File: config.mk
export PLATFORM = sky130hd
export DESIGN_NAME = delta_list_timer_queue_unit_flat
export DESIGN_NICKNAME = d
export VERILOG_FILES = /design/src/hdl/dlt_pkg.sv /design/src/hdl/dlt_in_if.sv /design/src/hdl/dlt_out_if.sv /design/src/hdl/delta_list_timer_queue_unit.sv /design/src/hdl/dlt_cell.sv /design/src/hdl/dlt_walk.sv /design/src/flat_wrapper.sv
export SDC_FILE = /design/constraint.sdc
export NUM_CORES = 1
export LEC_CHECK = 0
export ABC_AREA = 1
export CORE_MARGIN = 3
export CORE_UTILIZATION = 23
export DETAILED_ROUTE_END_ITERATION = 8
export DONT_BUFFER_PORTS = 1
export GPL_TIMING_DRIVEN = 1
export SLEW_MARGIN = 25
export SYNTH_ARGS = -nofsm -noshare
export SYNTH_HDL_FRONTEND = slang
export SYNTH_SLANG_ARGS = --single-unit
File: constraint.sdc
create_clock -name clk -period 16.7 [get_ports clk]
set_input_delay 3.34 -clock clk [delete_from_list [all_inputs] [get_ports clk]]
set_output_delay 3.34 -clock clk [all_outputs]
set_load 0.005 [all_outputs]
File: src/hdl/dlt_pkg.sv
`timescale 1ns / 1ps
package dlt_pkg;

  localparam int TIMER_SLOTS = 16;
  localparam int AMT_W       = 24;
  localparam int CNT_W       = $clog2(TIMER_SLOTS + 1);
  localparam int STEP_W      = CNT_W + 1;
  localparam int OUT_CNT_W   = 5;

  localparam logic OP_ADD     = 1'b0;
  localparam logic OP_ADVANCE = 1'b1;

  typedef struct packed {
    logic             start;
    logic             step;
    logic             proc;
    logic             in_list;
    logic             op;
    logic [AMT_W-1:0] amount;
  } walk_ctl_t;

  typedef struct packed {
    logic [CNT_W-1:0] gone_next;
  } walk_sts_t;

endpackage

File: src/hdl/dlt_in_if.sv
`timescale 1ns / 1ps
interface dlt_in_if
  import dlt_pkg::*;
();
  logic             valid;
  logic             ready;
  logic             op;
  logic [AMT_W-1:0] amount;

  modport source (output valid, output op, output amount, input ready);
  modport sink   (input valid, input op, input amount, output ready);
endinterface

File: src/hdl/dlt_out_if.sv
`timescale 1ns / 1ps
interface dlt_out_if
  import dlt_pkg::*;
();
  logic                 valid;
  logic                 ready;
  logic                 accepted;
  logic [OUT_CNT_W-1:0] expired_count;
  logic [OUT_CNT_W-1:0] active_count;
  logic [AMT_W-1:0]     head_delay;

  modport source (output valid, output accepted, output expired_count,
                  output active_count, output head_delay, input ready);
  modport sink   (input valid, input accepted, input expired_count,
                  input active_count, input head_delay, output ready);
endinterface

File: src/hdl/delta_list_timer_queue_unit.sv
`timescale 1ns / 1ps
// an add walks the full ring of delta cells, a rejected add skips the walk, and an advance
// walks the full ring and then rotates on by one cell per expired timer; the ring
// rotates one cell per cycle past the shared walk unit
// one transaction is worked at a time; the next is taken once the result is registered
// reset clears the pending count and control; cell contents are undefined until written
module delta_list_timer_queue_unit
  import dlt_pkg::*;
(
  input  logic      clk,
  input  logic      rst,
  dlt_in_if.sink    cmd,
  dlt_out_if.source res
);

  typedef enum logic [1:0] {IDLE, RUN, DONE} state_t;

  state_t            state;
  logic              op;
  logic [STEP_W-1:0] step;
  logic [CNT_W-1:0]  pending;
  logic              res_ok;
  logic [CNT_W-1:0]  res_gone;

  logic [AMT_W-1:0]  q [TIMER_SLOTS];
  logic [AMT_W-1:0]  tail;
  logic              shift;
  logic              accept;
  logic              last;
  logic              full;
  walk_ctl_t         ctl;
  walk_sts_t         sts;

  assign cmd.ready = (state == IDLE);
  assign accept    = cmd.valid && cmd.ready;
  assign full      = (pending == CNT_W'(TIMER_SLOTS));
  assign shift     = (state == RUN);

  always_comb begin
    ctl.start   = accept;
    ctl.step    = shift;
    ctl.proc    = step < STEP_W'(TIMER_SLOTS);
    ctl.in_list = step < STEP_W'(pending);
    ctl.op      = op;
    ctl.amount  = cmd.amount;
  end

  assign last = (op == OP_ADD) ? (step == STEP_W'(TIMER_SLOTS - 1))
              : (step == STEP_W'(TIMER_SLOTS - 1) + STEP_W'(sts.gone_next));

  for (genvar k = 0; k < TIMER_SLOTS; k++) begin : g_cell
    logic [AMT_W-1:0] d;
    if (k == TIMER_SLOTS - 1) begin : g_tail
      assign d = tail;
    end else begin : g_mid
      assign d = q[k+1];
    end
    dlt_cell u_cell (
      .clk   (clk),
      .shift (shift),
      .d     (d),
      .q     (q[k])
    );
  end

  dlt_walk u_walk (
    .clk  (clk),
    .rst  (rst),
    .ctl  (ctl),
    .head (q[0]),
    .tail (tail),
    .sts  (sts)
  );

  always_ff @(posedge clk) begin
    if (rst) begin
      state     <= IDLE;
      step      <= '0;
      pending   <= '0;
      res.valid <= 1'b0;
    end else begin
      if (res.valid && res.ready && state != DONE) begin
        res.valid <= 1'b0;
      end
      unique case (state)
        IDLE: begin
          if (accept) begin
            op   <= cmd.op;
            step <= '0;
            if (cmd.op == OP_ADD && full) begin
              res_ok   <= 1'b0;
              res_gone <= '0;
              state    <= DONE;
            end else begin
              state <= RUN;
            end
          end
        end
        RUN: begin
          step <= STEP_W'(step + 1'b1);
          if (last) begin
            res_ok <= 1'b1;
            if (op == OP_ADD) begin
              res_gone <= '0;
              pending  <= CNT_W'(pending + 1'b1);
            end else begin
              res_gone <= sts.gone_next;
              pending  <= CNT_W'(pending - sts.gone_next);
            end
            state <= DONE;
          end
        end
        DONE: begin
          if (!res.valid || res.ready) begin
            res.valid         <= 1'b1;
            res.accepted      <= res_ok;
            res.expired_count <= OUT_CNT_W'(res_gone);
            res.active_count  <= OUT_CNT_W'(pending);
            res.head_delay    <= (pending != '0) ? q[0] : '0;
            state             <= IDLE;
          end
        end
        default: begin
          state <= IDLE;
        end
      endcase
    end
  end

  a_pending_bound: assert property (@(posedge clk) disable iff (rst)
    pending <= CNT_W'(TIMER_SLOTS))
    else $error("pending count exceeds slot count");

  a_reject_full: assert property (@(posedge clk) disable iff (rst)
    res.valid && !res.accepted |-> res.active_count == OUT_CNT_W'(TIMER_SLOTS))
    else $error("add rejected while store not full");

  a_gone_bound: assert property (@(posedge clk) disable iff (rst)
    state == RUN |-> sts.gone_next <= pending)
    else $error("more timers expired than pending");

  a_no_accept_busy: assert property (@(posedge clk) disable iff (rst)
    state == RUN && last |=> state == DONE && !cmd.ready)
    else $error("walk did not finish into result stage");

endmodule

File: src/hdl/dlt_cell.sv
`timescale 1ns / 1ps
module dlt_cell
  import dlt_pkg::*;
(
  input  logic             clk,
  input  logic             shift,
  input  logic [AMT_W-1:0] d,
  output logic [AMT_W-1:0] q
);

  always_ff @(posedge clk) begin
    if (shift) begin
      q <= d;
    end
  end

endmodule

File: src/hdl/dlt_walk.sv
`timescale 1ns / 1ps
module dlt_walk
  import dlt_pkg::*;
(
  input  logic             clk,
  input  logic             rst,
  input  walk_ctl_t        ctl,
  input  logic [AMT_W-1:0] head,
  output logic [AMT_W-1:0] tail,
  output walk_sts_t        sts
);

  logic [AMT_W-1:0] work, work_next;
  logic [AMT_W-1:0] held, held_next;
  logic             ins, ins_next;
  logic             lead, lead_next;
  logic [CNT_W-1:0] gone, gone_next;

  always_comb begin
    logic [AMT_W-1:0] nx;
    nx        = '0;
    work_next = work;
    held_next = held;
    ins_next  = ins;
    lead_next = lead;
    gone_next = gone;
    tail      = head;
    if (ctl.start) begin
      work_next = ctl.amount;
      ins_next  = 1'b0;
      lead_next = 1'b1;
      gone_next = '0;
    end else if (ctl.step && ctl.proc) begin
      if (ctl.op == OP_ADD) begin
        if (ins) begin
          // entries behind the new timer move down one cell
          tail      = held;
          held_next = head;
        end else if (!ctl.in_list || work <= head) begin
          tail      = work;
          held_next = head - work;
          ins_next  = 1'b1;
        end else begin
          work_next = work - head;
        end
      end else if (ctl.in_list) begin
        if (work > head) begin
          nx        = '0;
          work_next = work - head;
        end else begin
          nx        = head - work;
          work_next = '0;
        end
        tail = nx;
        if (lead && nx == '0) begin
          gone_next = CNT_W'(gone + 1'b1);
        end else begin
          lead_next = 1'b0;
        end
      end
    end
  end

  always_ff @(posedge clk) begin
    if (rst) begin
      ins  <= 1'b0;
      lead <= 1'b0;
      gone <= '0;
    end else begin
      ins  <= ins_next;
      lead <= lead_next;
      gone <= gone_next;
    end
    work <= work_next;
    held <= held_next;
  end

  assign sts.gone_next = gone_next;

endmodule

File: src/flat_wrapper.sv
// flat-port wrapper written by rule: the top's interface ports become plain ports
module delta_list_timer_queue_unit_flat import dlt_pkg::*;
  (clk, rst, cmd_valid, cmd_op, cmd_amount, cmd_ready, res_valid, res_accepted, res_expired_count, res_active_count, res_head_delay, res_ready);
  dlt_in_if cmd_i ();
  dlt_out_if res_i ();
  input  logic clk;
  input  logic rst;
  input wire logic [$bits(cmd_i.valid)-1:0] cmd_valid;
  input wire logic [$bits(cmd_i.op)-1:0] cmd_op;
  input wire logic [$bits(cmd_i.amount)-1:0] cmd_amount;
  output wire logic [$bits(cmd_i.ready)-1:0] cmd_ready;
  output wire logic [$bits(res_i.valid)-1:0] res_valid;
  output wire logic [$bits(res_i.accepted)-1:0] res_accepted;
  output wire logic [$bits(res_i.expired_count)-1:0] res_expired_count;
  output wire logic [$bits(res_i.active_count)-1:0] res_active_count;
  output wire logic [$bits(res_i.head_delay)-1:0] res_head_delay;
  input wire logic [$bits(res_i.ready)-1:0] res_ready;
  assign cmd_i.valid = cmd_valid;
  assign cmd_i.op = cmd_op;
  assign cmd_i.amount = cmd_amount;
  assign cmd_ready = cmd_i.ready;
  assign res_valid = res_i.valid;
  assign res_accepted = res_i.accepted;
  assign res_expired_count = res_i.expired_count;
  assign res_active_count = res_i.active_count;
  assign res_head_delay = res_i.head_delay;
  assign res_i.ready = res_ready;
  delta_list_timer_queue_unit u_core (.clk(clk), .rst(rst), .cmd(cmd_i), .res(res_i));
endmodule
==> impl_metrics.ini <==
[die]
die_w_um = 308
start_util_pct = 23.4
fp.dieH_um = 308
row_count = 109
dieArea_mm2 = 0.0946
ios = 66
core_area_mm2 = 0.0893

[cts]
cts.sink_count = 495
clockBufferDepth = 3
cts_tree = done
clk_latency_ns = 0.60
post_cts_buffers = 0
ctsHtreeMaxLevel = 2
postCtsHoldBufs = 0
root_buffer = clkbuf_16
cts_buffers = 51
clkTransAtPathRegs_ns = 0.06
cts_resized = 0

[timing]
fin_crit_ns = 6.12
timing.hold.ws_ns = 0.400
setup_ws_ns = 10.58
drv_slew = 0
hold_viol = 0
finalSetupViolations = 0
finClkSkew_ns = 0.0271
rsz0062_at_grt = false
finalCritPeriodShare_pct = 36.7
fmax_ghz = 0.163
tightest_slew_ns = 0.972
maxSlewHeadroom_pct = 35.2
setup-tns-final_ns = 0

[detailed_routing]
vias_per_cell = 4.17
drt_first_pass_iters = 6
ant_nets = 0
wl_per_cell_um = 15.6
vias = 12300
drt_iter0_markers = 1011
drc = 0
routed_wl_mm = 46.1

[synth]
syn-instance-count = 1737
synth-seq-cells = 495
synthSimpleGateAreaFrac_pct = 12.5
synth_fa_ha_area_share_pct = 3.76
synth-warning-count = 0
synth.avg_cell_area_um2 = 12.0
async_flop_share_pct = 0
synth-xor-area-share_pct = 1.05
synth-edff-count = 474
synth_compound_area_share_pct = 7.24
ys_types = 48
synthFlopType = edfxtp_1
seq_area_frac_synth_pct = 70.0
synthesis.area_mm2 = 0.0209
syn_nets = 1827
synth_top_family_by_area = simple AND/OR/NAND/NOR gates
synthMuxAreaShare_pct = 0

[setup_path]
required_ns = 16.96
path_class = in2reg
r2r_slack_ns = 11.28
critPathMaxFanout = 27
arrival_ns = 6.38
end_kind = flop
r2r_end = u_core.res_gone[3]$_SDFFCE_PN0P_
reg2reg_depth = 27
crit_path_start_kind = input port
r2r-start = u_core.g_cell[0].u_cell.q[20]$_DFFE_PP_

[power_and_ir_drop]
power_mw = 4.87
ir_worst_vdd_v = 0.0000919
leakage_nw = 9.01
powerDensity_mw_per_mm2 = 203

[finish]
layout-drive-gt1-share_pct = 7.96
instances_no_fill = 2949
regArea_mm2 = 0.0147
multiInputGateArea_mm2 = 0.00516
area_growth_pct = 14.4
fillerInstances = 9161
layout.nets = 1838

[global_routing]
track_usage_pct = 9.56
grt_max_degree = 215
overflow = 0
grt_pass1_vias = 11900
antenna_found_initial = 1
grt_pass1_wl_mm = 70.5

[placed_design]
numPortBuffers = 0
pre_cts_ws_ns = 9.99
gp_congestion = 0.906
dp_cells = 2859
hpwl_mm = 30.8

[run_status]
status = finished clean

[hold_path]
hp-class = reg2reg
whs_path_depth = 0
hp-start = u_core.g_cell[14].u_cell.q[13]$_DFFE_PP_
min_to = u_core.g_cell[13].u_cell.q[13]$_DFFE_PP_

[job]
max-cap-violations = 0
==> critical path, stage by stage <==
cell and delay (ns):
inv_1 0.04, nor2_4 0.70, inv_1 0.57, nand3_2 0.29
ha_1 0.26, nand2_1 0.07, xor2_1 0.06, inv_1 0.06
nand2_1 0.05, nor2_1 0.13, nand3_1 0.11, nor2_2 0.13
nand3_2 0.13, nand2_2 0.12, and2_1 0.30
==> final cells by class <==
type / count / area share (%)
multi-input cells: 952 / 21.6
clock buffers: 58 / 5.53
clock inverters: 30 / 1.34
diodes: 1 / 0.0105
inverters: 233 / 3.65
repair buffers: 15 / 0.606
flip-flops and latches: 495 / 61.2
well taps: 1165 / 6.09
==> metal layers <==
| layer | up-vias | GRT usage [%] | wire length (µm) |
|---|---|---|---|
| met2 | 305 | 14.7 | 20300 |
| met5 | - | 0 | 0 |
| li1 | 6014 | - | - |
| met1 | 5899 | 13.5 | 22200 |
| met3 | 77 | 1.89 | 2460 |
| met4 | 0 | 3.01 | 1110 |
==> state kept, by name (all words and copies together) (netlist names) <==
signal	count
u_core.state	2
u_core.pending	5
u_core.g_cell.u_cell.q	384
u_core.res_gone	5
u_core.u_walk.work	24
u_core.res_ok	1
u_core.u_walk.held	24
u_core.res.accepted	1
u_core.res.head_delay	24
u_core.step	6
u_core.res.expired_count	5
u_core.u_walk.lead	1
u_core.res.active_count	5
u_core.op	1
u_core.u_walk.gone	5
u_core.res.valid	1
u_core.u_walk.ins	1
==> how the worst max path moves through the flow <==
stage                                  endpoint  cells after the start                    startpoint  slack [ns]
2_1_floorplan   u_core.u_walk.work[0]$_DFFE_PP_                      5  u_core.state[0]$_SDFFE_PP0P_        1.49
3_3_place_gp   u_core.res_gone[0]$_SDFFCE_PN0P_                     15                     cmd_valid       10.03
3_5_place_dp            u_core.res_ok$_DFFE_PP_                     15                     cmd_valid        9.99
4_1_cts        u_core.res_gone[3]$_SDFFCE_PN0P_                     15                     cmd_valid       10.61
5_1_grt                 u_core.res_ok$_DFFE_PP_                     15                     cmd_valid       10.30
6_report       u_core.res_gone[3]$_SDFFCE_PN0P_                     15                     cmd_valid       10.58
==> metrics by stage <==
step                util (%)  instance area, µm²
floorplan                  -               20900
global placement        24.9               22300
detailed placement      24.9               22300
CTS                     26.8               23900
global route            26.8               23900
finish                  26.8               23900
==> report_power, final <==
part | leakage (nW) | total (mW) | switching [mW] | internal [mW]
Sequential | 4.60 | 2.14 | 0.150 | 1.99
Clock | 0.798 | 1.12 | 0.462 | 0.660
Combinational | 3.61 | 1.61 | 1.16 | 0.444
Total | 9.01 | 4.87 | 1.77 | 3.10
==> placed cells by master, fill, tap and decap left out, types with 3 or more instances in the layout <==
cell        count
dfxtp_1        21
o21ai_1         8
inv_2          12
nand3_1        63
clkinvlp_4      4
o221ai_1       26
a22oi_1        14
bufinv_16       6
o21bai_1        4
xor2_1         20
o31ai_1         3
clkbuf_16      52
nand4_1        21
clkbuf_1        6
a31oi_1        12
fa_1            3
edfxtp_1      474
nand2_1       358
buf_4          13
nand2_2        12
xnor2_1         5
clkinv_2        9
a21oi_1        81
clkinv_1       11
o21ai_0        96
nand3_2         8
nor3_1          6
inv_1         218
nor2_2          5
ha_1           58
o211ai_1        5
nor2_4          7
nor2_1        115
==> cell families after synthesis <==
| family | Yosys count |
|---|---|
| AND/OR/NAND/NOR | 606 |
| adder cells (fa/ha/maj) | 61 |
| AO/OA/AOI/OAI | 260 |
| XOR/XNOR | 25 |
| flip-flops | 495 |
| buffers and inverters | 290 |
==> cells in the mapped netlist (all sizes together) (3+ instances only) <==
| cell type | instances | area [µm²] |
|---|---|---|
| fa | 3 | 60.1 |
| xor2 | 20 | 175 |
| nand3 | 72 | 413 |
| clkinv | 3 | 11.3 |
| buf | 19 | 113 |
| o221ai | 26 | 228 |
| edfxtp | 474 | 14200 |
| inv | 230 | 863 |
| o21bai | 4 | 30.0 |
| o31ai | 3 | 22.5 |
| o21ai | 105 | 529 |
| dfxtp | 21 | 420 |
| nor2 | 127 | 529 |
| nand2 | 372 | 1440 |
| nand4 | 21 | 131 |
| a21oi | 81 | 405 |
| ha | 58 | 726 |
| a31oi | 12 | 75.1 |
| xnor2 | 5 | 43.8 |
| clkbuf | 38 | 143 |
| a22oi | 14 | 105 |
| nor3 | 8 | 62.6 |
| o211ai | 5 | 37.5 |
(Power assumes the default switching activity.)
